File: config.mk
export PLATFORM = sky130hd
export DESIGN_NAME = rpc_response_deframer_top_flat
export DESIGN_NICKNAME = d
export VERILOG_FILES = /design/src/sv/rrd_pkg.sv /design/src/sv/rrd_in_if.sv /design/src/sv/rrd_out_if.sv /design/src/sv/rrd_cfg_if.sv /design/src/sv/rrd_parser.sv /design/src/sv/rrd_out_queue.sv /design/src/sv/rpc_response_deframer_top.sv /design/src/flat_wrapper.sv
export SDC_FILE = /design/constraint.sdc
export NUM_CORES = 1
export LEC_CHECK = 0
export ABC_AREA = 1
export CAP_MARGIN = 20
export CORE_MARGIN = 4
export CORE_UTILIZATION = 40
export CTS_CLUSTER_SIZE = 10
export DETAILED_ROUTE_END_ITERATION = 10
export DONT_BUFFER_PORTS = 1
export GPL_TIMING_DRIVEN = 0
export SLEW_MARGIN = 20
export SYNTH_ARGS = -nofsm -noshare
export SYNTH_HDL_FRONTEND = slang
export SYNTH_HIERARCHICAL = 1
export SYNTH_SLANG_ARGS = --single-unit
File: constraint.sdc
create_clock -name clk -period 18.8 [get_ports clk]
set_input_delay 2.82 -clock clk [delete_from_list [all_inputs] [get_ports clk]]
set_output_delay 2.82 -clock clk [all_outputs]
set_load 0.01 [all_outputs]
File: src/sv/rrd_pkg.sv
// ----------------------------------------------------------------------------
// rrd_pkg
// Shared constants and types of the RPC response deframer.
// ----------------------------------------------------------------------------
`default_nettype none

package rrd_pkg;

	localparam int HEADER_LEN      = 20;
	localparam int HDR_POS_W       = $clog2(HEADER_LEN);
	localparam int OFS_REQUEST_ID  = 5;
	localparam int OFS_STATUS      = 10;
	localparam int OFS_CLASS_LEN   = 12;
	localparam int OFS_HDR_LEN     = 14;
	localparam int OFS_CONTENT_LEN = 16;
	localparam int BODY_W          = 33;
	localparam int QUEUE_DEPTH     = 4;
	localparam int QUEUE_PTR_W     = $clog2(QUEUE_DEPTH);
	localparam int QUEUE_CNT_W     = $clog2(QUEUE_DEPTH + 1);

	localparam logic EV_HEADER    = 1'b0;
	localparam logic EV_FRAME_END = 1'b1;

	typedef struct packed {
		logic               event_res;
		logic signed [31:0] request_id;
		logic [15:0]        status;
		logic [15:0]        class_len;
		logic [15:0]        hdr_len;
		logic [31:0]        content_len;
		logic               success;
		logic               last;
	} rrd_result_t;

	typedef struct packed {
		logic        push_first;
		logic        push_second;
		rrd_result_t res_first;
		rrd_result_t res_second;
	} rrd_push_t;

endpackage

`default_nettype wire

File: src/sv/rrd_in_if.sv
// ----------------------------------------------------------------------------
// rrd_in_if
// Byte stream channel into the deframer.
// ----------------------------------------------------------------------------
`default_nettype none

interface rrd_in_if;
	logic       valid;
	logic       ready;
	logic [7:0] data_byte;
	logic       chunk_last;

	modport source (output valid, output data_byte, output chunk_last, input ready);
	modport sink   (input valid, input data_byte, input chunk_last, output ready);
endinterface

`default_nettype wire

File: src/sv/rrd_out_if.sv
// ----------------------------------------------------------------------------
// rrd_out_if
// Result channel out of the deframer.
// ----------------------------------------------------------------------------
`default_nettype none

interface rrd_out_if;
	logic               valid;
	logic               ready;
	logic               event_res;
	logic signed [31:0] request_id;
	logic [15:0]        status;
	logic [15:0]        class_len;
	logic [15:0]        hdr_len;
	logic [31:0]        content_len;
	logic               success;
	logic               last;

	modport source (output valid, output event_res, output request_id, output status,
		output class_len, output hdr_len, output content_len, output success,
		output last, input ready);
	modport sink   (input valid, input event_res, input request_id, input status,
		input class_len, input hdr_len, input content_len, input success,
		input last, output ready);
endinterface

`default_nettype wire

File: src/sv/rrd_cfg_if.sv
// ----------------------------------------------------------------------------
// rrd_cfg_if
// Configuration write channel carrying the success status code.
// ----------------------------------------------------------------------------
`default_nettype none

interface rrd_cfg_if;
	logic        valid;
	logic        ready;
	logic [15:0] success_status;

	modport source (output valid, output success_status, input ready);
	modport sink   (input valid, input success_status, output ready);
endinterface

`default_nettype wire

File: src/sv/rrd_parser.sv
// ----------------------------------------------------------------------------
// rrd_parser
// Header gathering, field decode, body countdown and result generation.
// ----------------------------------------------------------------------------
`default_nettype none

module rrd_parser (
	input  wire logic              clk,
	input  wire logic              arst_n,
	input  wire logic              fire,
	input  wire logic [7:0]        data_byte,
	input  wire logic              cfg_we,
	input  wire logic [15:0]       cfg_success_status,
	output rrd_pkg::rrd_push_t     push
);
	import rrd_pkg::*;

	logic [7:0]           shift_q [HEADER_LEN-1];
	logic [HDR_POS_W-1:0] pos_q;
	logic [BODY_W-1:0]    body_q;
	logic [31:0]          frame_id_q;
	logic [15:0]          frame_status_q;
	logic [15:0]          succ_q;

	logic [7:0]        hb [HEADER_LEN];
	logic [31:0]       new_id;
	logic [15:0]       new_status;
	logic [15:0]       new_cls;
	logic [15:0]       new_hdr;
	logic [31:0]       new_cont;
	logic [BODY_W-1:0] new_body;
	logic [BODY_W-1:0] body_dec;
	logic              in_body;
	logic              hdr_done;

	always_comb begin
		for (int i = 0; i < HEADER_LEN - 1; i++) begin
			hb[i] = shift_q[i];
		end
		hb[HEADER_LEN-1] = data_byte;
	end

	assign new_id     = {hb[OFS_REQUEST_ID], hb[OFS_REQUEST_ID+1],
		hb[OFS_REQUEST_ID+2], hb[OFS_REQUEST_ID+3]};
	assign new_status = {hb[OFS_STATUS], hb[OFS_STATUS+1]};
	assign new_cls    = {hb[OFS_CLASS_LEN], hb[OFS_CLASS_LEN+1]};
	assign new_hdr    = {hb[OFS_HDR_LEN], hb[OFS_HDR_LEN+1]};
	assign new_cont   = {hb[OFS_CONTENT_LEN], hb[OFS_CONTENT_LEN+1],
		hb[OFS_CONTENT_LEN+2], hb[OFS_CONTENT_LEN+3]};
	assign new_body   = {{(BODY_W-16){1'b0}}, new_cls} + {{(BODY_W-16){1'b0}}, new_hdr}
		+ {{(BODY_W-32){1'b0}}, new_cont};
	assign body_dec   = body_q - {{(BODY_W-1){1'b0}}, 1'b1};
	assign in_body    = (body_q != '0);
	assign hdr_done   = (pos_q == HDR_POS_W'(HEADER_LEN - 1));

	always_comb begin
		push = '0;
		if (fire) begin
			if (in_body) begin
				if (body_dec == '0) begin
					push.push_first             = 1'b1;
					push.res_first.event_res    = EV_FRAME_END;
					push.res_first.request_id   = frame_id_q;
					push.res_first.status       = frame_status_q;
					push.res_first.success      = (frame_status_q == succ_q);
					push.res_first.last         = 1'b1;
				end
			end else if (hdr_done) begin
				push.push_first               = 1'b1;
				push.res_first.event_res      = EV_HEADER;
				push.res_first.request_id     = new_id;
				push.res_first.status         = new_status;
				push.res_first.class_len      = new_cls;
				push.res_first.hdr_len        = new_hdr;
				push.res_first.content_len    = new_cont;
				push.res_first.success        = (new_status == succ_q);
				push.res_first.last           = (new_body != '0);
				if (new_body == '0) begin
					push.push_second            = 1'b1;
					push.res_second.event_res   = EV_FRAME_END;
					push.res_second.request_id  = new_id;
					push.res_second.status      = new_status;
					push.res_second.success     = (new_status == succ_q);
					push.res_second.last        = 1'b1;
				end
			end
		end
	end

	always_ff @(posedge clk) begin
		if (fire && !in_body) begin
			for (int i = 0; i < HEADER_LEN - 2; i++) begin
				shift_q[i] <= shift_q[i+1];
			end
			shift_q[HEADER_LEN-2] <= data_byte;
		end
	end

	always_ff @(posedge clk or negedge arst_n) begin
		if (!arst_n) begin
			pos_q          <= '0;
			body_q         <= '0;
			frame_id_q     <= '1;
			frame_status_q <= '1;
			succ_q         <= '0;
		end else begin
			if (cfg_we) begin
				succ_q <= cfg_success_status;
			end
			if (fire) begin
				if (in_body) begin
					body_q <= body_dec;
				end else if (hdr_done) begin
					pos_q          <= '0;
					body_q         <= new_body;
					frame_id_q     <= new_id;
					frame_status_q <= new_status;
				end else begin
					pos_q <= pos_q + HDR_POS_W'(1);
				end
			end
		end
	end

endmodule

`default_nettype wire

File: src/sv/rrd_out_queue.sv
// ----------------------------------------------------------------------------
// rrd_out_queue
// Small result queue: up to two results in per cycle, one out per ready cycle.
// ----------------------------------------------------------------------------
`default_nettype none

module rrd_out_queue (
	input  wire logic                 clk,
	input  wire logic                 arst_n,
	input  wire rrd_pkg::rrd_push_t   push,
	output logic                      room,
	output logic                      out_valid,
	input  wire logic                 out_ready,
	output rrd_pkg::rrd_result_t      out_res
);
	import rrd_pkg::*;

	rrd_result_t            entry_q [QUEUE_DEPTH];
	logic [QUEUE_PTR_W-1:0] wr_q;
	logic [QUEUE_PTR_W-1:0] rd_q;
	logic [QUEUE_CNT_W-1:0] cnt_q;
	logic [QUEUE_PTR_W-1:0] wr_next;
	logic                   pop;
	logic [QUEUE_CNT_W-1:0] n_push;

	assign wr_next   = wr_q + QUEUE_PTR_W'(1);
	assign out_valid = (cnt_q != '0);
	assign out_res   = entry_q[rd_q];
	assign pop       = out_valid && out_ready;
	assign room      = (cnt_q <= QUEUE_CNT_W'(QUEUE_DEPTH - 2));
	assign n_push    = QUEUE_CNT_W'(push.push_first) + QUEUE_CNT_W'(push.push_second);

	always_ff @(posedge clk) begin
		if (push.push_first) begin
			entry_q[wr_q] <= push.res_first;
		end
		if (push.push_second) begin
			entry_q[wr_next] <= push.res_second;
		end
	end

	always_ff @(posedge clk or negedge arst_n) begin
		if (!arst_n) begin
			wr_q  <= '0;
			rd_q  <= '0;
			cnt_q <= '0;
		end else begin
			wr_q  <= wr_q + QUEUE_PTR_W'(n_push);
			cnt_q <= cnt_q + n_push - QUEUE_CNT_W'(pop);
			if (pop) begin
				rd_q <= rd_q + QUEUE_PTR_W'(1);
			end
		end
	end

endmodule

`default_nettype wire

File: src/sv/rpc_response_deframer_top.sv
// ----------------------------------------------------------------------------
// rpc_response_deframer_top
// Deframes a fixed-header RPC response byte stream into header and frame-end
// results.
//
// in_ch carries one byte per request; chunk_last is carried but not used.
// Each header of HEADER_LEN bytes yields a header result; the body that
// follows is counted down and dropped, and its last byte yields a frame-end
// result. A header announcing an empty body yields both results at once.
// cfg_ch writes the success status code; it is always ready. The user must
// write it only while the block is idle; the block does not enforce this.
// Throughput: one byte per cycle while the queue has room. Each result is
// written into the output queue when the byte that causes it is taken; a
// second result of the same byte is written alongside it. Results wait in a
// four-entry queue; in_ch stalls only while fewer than two entries are free.
// Reset clears the header position, body count and queue; request id and
// status of the last frame reset to all ones, the success code to zero.
// ----------------------------------------------------------------------------
`default_nettype none

module rpc_response_deframer_top (
	input  wire logic clk,
	input  wire logic arst_n,
	rrd_in_if.sink    in_ch,
	rrd_out_if.source out_ch,
	rrd_cfg_if.sink   cfg_ch
);
	import rrd_pkg::*;

	rrd_push_t   push;
	rrd_result_t res;
	logic        room;
	logic        fire;

	assign in_ch.ready  = room;
	assign fire         = in_ch.valid && room;
	assign cfg_ch.ready = 1'b1;

	rrd_parser u_parser (
		.clk                (clk),
		.arst_n             (arst_n),
		.fire               (fire),
		.data_byte          (in_ch.data_byte),
		.cfg_we             (cfg_ch.valid),
		.cfg_success_status (cfg_ch.success_status),
		.push               (push)
	);

	rrd_out_queue u_queue (
		.clk       (clk),
		.arst_n    (arst_n),
		.push      (push),
		.room      (room),
		.out_valid (out_ch.valid),
		.out_ready (out_ch.ready),
		.out_res   (res)
	);

	assign out_ch.event_res   = res.event_res;
	assign out_ch.request_id  = res.request_id;
	assign out_ch.status      = res.status;
	assign out_ch.class_len   = res.class_len;
	assign out_ch.hdr_len     = res.hdr_len;
	assign out_ch.content_len = res.content_len;
	assign out_ch.success     = res.success;
	assign out_ch.last        = res.last;

endmodule

`default_nettype wire

File: src/flat_wrapper.sv
// flat-port wrapper written by rule: the top's interface ports become plain ports
module rpc_response_deframer_top_flat import rrd_pkg::*;
  (clk, arst_n, in_ch_valid, in_ch_data_byte, in_ch_chunk_last, in_ch_ready, out_ch_valid, out_ch_event_res, out_ch_request_id, out_ch_status, out_ch_class_len, out_ch_hdr_len, out_ch_content_len, out_ch_success, out_ch_last, out_ch_ready, cfg_ch_valid, cfg_ch_success_status, cfg_ch_ready);
  rrd_in_if in_ch_i ();
  rrd_out_if out_ch_i ();
  rrd_cfg_if cfg_ch_i ();
  input  wire logic clk;
  input  wire logic arst_n;
  input wire logic [$bits(in_ch_i.valid)-1:0] in_ch_valid;
  input wire logic [$bits(in_ch_i.data_byte)-1:0] in_ch_data_byte;
  input wire logic [$bits(in_ch_i.chunk_last)-1:0] in_ch_chunk_last;
  output wire logic [$bits(in_ch_i.ready)-1:0] in_ch_ready;
  output wire logic [$bits(out_ch_i.valid)-1:0] out_ch_valid;
  output wire logic [$bits(out_ch_i.event_res)-1:0] out_ch_event_res;
  output wire logic [$bits(out_ch_i.request_id)-1:0] out_ch_request_id;
  output wire logic [$bits(out_ch_i.status)-1:0] out_ch_status;
  output wire logic [$bits(out_ch_i.class_len)-1:0] out_ch_class_len;
  output wire logic [$bits(out_ch_i.hdr_len)-1:0] out_ch_hdr_len;
  output wire logic [$bits(out_ch_i.content_len)-1:0] out_ch_content_len;
  output wire logic [$bits(out_ch_i.success)-1:0] out_ch_success;
  output wire logic [$bits(out_ch_i.last)-1:0] out_ch_last;
  input wire logic [$bits(out_ch_i.ready)-1:0] out_ch_ready;
  input wire logic [$bits(cfg_ch_i.valid)-1:0] cfg_ch_valid;
  input wire logic [$bits(cfg_ch_i.success_status)-1:0] cfg_ch_success_status;
  output wire logic [$bits(cfg_ch_i.ready)-1:0] cfg_ch_ready;
  assign in_ch_i.valid = in_ch_valid;
  assign in_ch_i.data_byte = in_ch_data_byte;
  assign in_ch_i.chunk_last = in_ch_chunk_last;
  assign in_ch_ready = in_ch_i.ready;
  assign out_ch_valid = out_ch_i.valid;
  assign out_ch_event_res = out_ch_i.event_res;
  assign out_ch_request_id = out_ch_i.request_id;
  assign out_ch_status = out_ch_i.status;
  assign out_ch_class_len = out_ch_i.class_len;
  assign out_ch_hdr_len = out_ch_i.hdr_len;
  assign out_ch_content_len = out_ch_i.content_len;
  assign out_ch_success = out_ch_i.success;
  assign out_ch_last = out_ch_i.last;
  assign out_ch_i.ready = out_ch_ready;
  assign cfg_ch_i.valid = cfg_ch_valid;
  assign cfg_ch_i.success_status = cfg_ch_success_status;
  assign cfg_ch_ready = cfg_ch_i.ready;
  rpc_response_deframer_top u_core (.clk(clk), .arst_n(arst_n), .in_ch(in_ch_i), .out_ch(out_ch_i), .cfg_ch(cfg_ch_i));
endmodule
==> flow_summary_export.csv <==
group,metric,value,unit
run_status,outcome,"finished, final reports clean",
clocking,cts_tree,"built",
yosys,syn_area,37700,um^2
yosys,synth_edf_count,572,
clocking,path_clk_slew,0.05,ns
floorplan,die_x,315,um
finish,seqCellArea,20000,um^2
placement,dp_slack,10.39,ns
sta,rsz0062_at_grt,"false",
finish,layout-drive-gt1-share,10.5,%
yosys,synthTopCellsByArea,"edfxtp_1 (46%), nand2_1 (12%), o21ai_0 (6.3%), inv_1 (5.3%), nor2_1 (4.9%)",
critical_path,worst-path-max-fanout,41,
clocking,holdBufCountCts,0,
sta,hold_viol,0,
yosys,netlist_instances,4462,
floorplan,dieArea,99100,um^2
placement,port_buffers,0,
critical_path,critPathKind,"in -> reg",
yosys,synth.distinct_cells,50,
clocking,post-cts-setup-buffers,0,
yosys,synthTopCellsByCount,"nand2_1 (1228), edfxtp_1 (572), inv_1 (535)",
yosys,synth_most_common_cell,"nand2_1",
clocking,clk_latency,0.63,ns
clocking,cts_resized,0,
routing,drt_pre_antenna_iters,6,
routing,num_vias,30200,
routing,wl_per_cell,19.9,um
finish,final_nets,4690,
clocking,htree_levels,3,
sta,tightest_slew,0.813,ns
floorplan,rows,112,
floorplan,io_pins,148,
sta,drv_slew,0,
pwr,power.density,103,nW/um^2
job,maxCapViolCount,0,
critical_path,setup.worst_path.end_class,"flop",
pwr,vdd.ir_drop.worst,62.3,uV
hold_path,hold_path.class,"reg -> reg",
yosys,yosys_warnings,6,
grt,antenna_found_initial,6,
grt,grt.total_usage,23.5,%
yosys,seq_area_frac_synth,53.0,%
yosys,ys_ff_latch,681,
sta,finalSetupViolCount,0,
floorplan,core_area,93300,um^2
sta,fmax,0.127,GHz
sta,fin_tns_setup,0,ns
sta,post-route-min-period,7.89,ns
placement,dp_hpwl,85200,um
clocking,numClockSinks,681,
pwr,power,4.33,mW
sta,worst_clock_skew,0.0169,ns
sta,finalWorstSetupSlack,10.91,ns
finish,multi_input_area,14200,um^2
yosys,async_flop_share,16.0,%
placement,gp_congestion,0.937,
critical_path,start_kind,"primary input",
floorplan,die_y,315,um
grt,first_global_vias,28474,
pwr,power.leakage,15.5,nW
routing,drc_errors,0,
clocking,numCtsBuffers,80,
grt,grt_pass1_wl,177000,um
clocking,cts-root-buf,"clkbuf_16",
yosys,syn_area_per_cell,8.44,um^2
critical_path,worstPathArrival,8.18,ns
yosys,ys.flop_type,"edfxtp_1",
routing,postRouteAntennaNets,0,
yosys,synth.top_cell.area_share,45.6,%
finish,fillers,9090,
sta,max_slew_margin,45.8,%
routing,drtIter0Drc,2720,
routing,avgViaCountPerCell,5.09,
clocking,clockBufferDepth,3,
sta,period_share,41.9,%
grt,grt-ovfl-total,0,
critical_path,required,19.09,ns
routing,wirelength,118000,um
grt,grt_max_degree,110,
finish,areaGrowthSynthToFinish,12.0,%
yosys,yosysTopAreaCell,"edfxtp_1",
floorplan,start_util,40.3,%
stage by stage:
step | hold slack (ns) | cell area [um^2] | instances | utilization [%]
6_report | 0.423 | 42200 | 5935 | 45.2
5_1_grt | 0.425 | 42200 | 5935 | 45.2
4_1_cts | 0.422 | 42200 | 5934 | 45.2
3_5_place_dp | 0.405 | 39800 | 5790 | 42.6
3_3_place_gp | 0.402 | 39500 | 5779 | 42.3
2_1_floorplan | 0.400 | 37900 | 4525 | -
where the power goes:
part / switching, mW / leakage [nW] / internal [mW] / total, mW
Sequential: 0.0322 / 5.41 / 1.65 / 1.68
Clock: 0.608 / 1.15 / 0.834 / 1.44
Combinational: 0.896 / 8.94 / 0.309 / 1.21
Total: 1.54 / 15.5 / 2.79 / 4.33
per-layer routing:
layer	global-route usage, %	share of wire, %	wire [um]	vias to the layer above
met5	0	0	0	-
met4	7.96	3.2	3770	0
met3	3.35	6.5	7700	177
met2	39.7	48	57000	1041
met1	31.1	42	49700	14329
li1	-	-	-	14653
sequential cells by signal, summed over array words and instances (netlist names):
register                        count
u_core/u_queue/entry_q            460
u_core/u_queue/rd_q                 2
u_core/u_queue/wr_q                 2
u_core/u_queue/cnt_q                3
u_core/u_parser/frame_status_q     16
u_core/u_parser/shift_q           112
u_core/u_parser/body_q             33
u_core/u_parser/succ_q             16
u_core/u_parser/frame_id_q         32
u_core/u_parser/pos_q               5
logic make-up after synthesis:
| logic type | synth area share (%) |
|---|---|
| other cells | 0.0199 |
| mux | 0.150 |
| xor+xnor | 1.02 |
| flops | 53.0 |
| simple gates | 21.9 |
| compound gates | 12.1 |
| fa+ha+maj | 1.75 |
| buf+inv | 10.1 |
final timing paths:
| check | depth (start not counted) | startpoint | slack (ns) | end |
|---|---|---|---|---|
| setup reg to reg | 18 | u_core/u_queue/cnt_q[0] | 12.24 | u_core/u_queue/entry_q[0][80] |
| max in group asynchronous | 0 | arst_n | 16.63 | u_core/u_parser/frame_id_q[29] |
| setup / recovery | 24 | in_ch_data_byte[0] | 10.91 | u_core/u_queue/entry_q[0][80] |
| hold reg to reg | 0 | u_core/u_parser/shift_q[9][0] | 0.42 | u_core/u_parser/shift_q[8][0] |
| min in group asynchronous | 0 | arst_n | 1.90 | u_core/u_parser/body_q[17] |
| hold / removal | 0 | u_core/u_parser/shift_q[9][0] | 0.42 | u_core/u_parser/shift_q[8][0] |
area by class of cell:
| class | instances | share of cell area, % |
|---|---|---|
| antenna | 1 | 0.00593 |
| buffer | 296 | 4.11 |
| clock buffer | 137 | 5.47 |
| clock inverter | 7 | 0.196 |
| inverter | 548 | 4.89 |
| multi-input combinational | 3000 | 33.6 |
| sequential | 681 | 47.3 |
| tap | 1254 | 3.72 |
| timing repair buffer | 11 | 0.682 |
critical path, stage by stage:
cell and delay [ns]:
inv_1 0.25, fa_1 0.24, inv_1 0.04, ha_1 0.26, fa_1 0.53, nand3_1 0.13, nand2_1 0.10, nand3_1 0.08
nand3_1 0.17, nand2_1 0.14, nand2_1 0.05, nand2_1 0.06, nand2_1 0.13, nor2_1 0.15, nand2_1 0.06, nor2_1 0.15
nand3_1 0.22, nor2_1 0.34, buf_4 0.22, nand3_1 0.33, clkbuf_1 0.42, nand2_4 0.56, buf_16 0.33, buf_16 0.28
layout by cell type (no fill, tap or decap), types with 9 or more instances in the layout:
cell	synthesis	routed
dfstp_2	48	48
clkbuf_16	0	82
o21ai_0	474	474
fa_1	18	18
clkbuf_1	85	133
xnor2_1	18	18
nor3_1	11	11
edfxtp_1	572	572
xor2_1	26	26
nor2_4	72	72
nand4_1	23	23
inv_1	535	535
nor2_2	20	20
buf_4	93	93
conb_1	2	65
nor2_1	490	490
nand2_1	1228	1224
buf_16	0	9
nand3_1	76	76
o21ai_1	362	362
dfrtp_1	61	61
ha_1	24	24
buf_2	105	105
inv_2	10	10
a21oi_1	31	31
No activity file was read; power rests on OpenSTA's default activity.
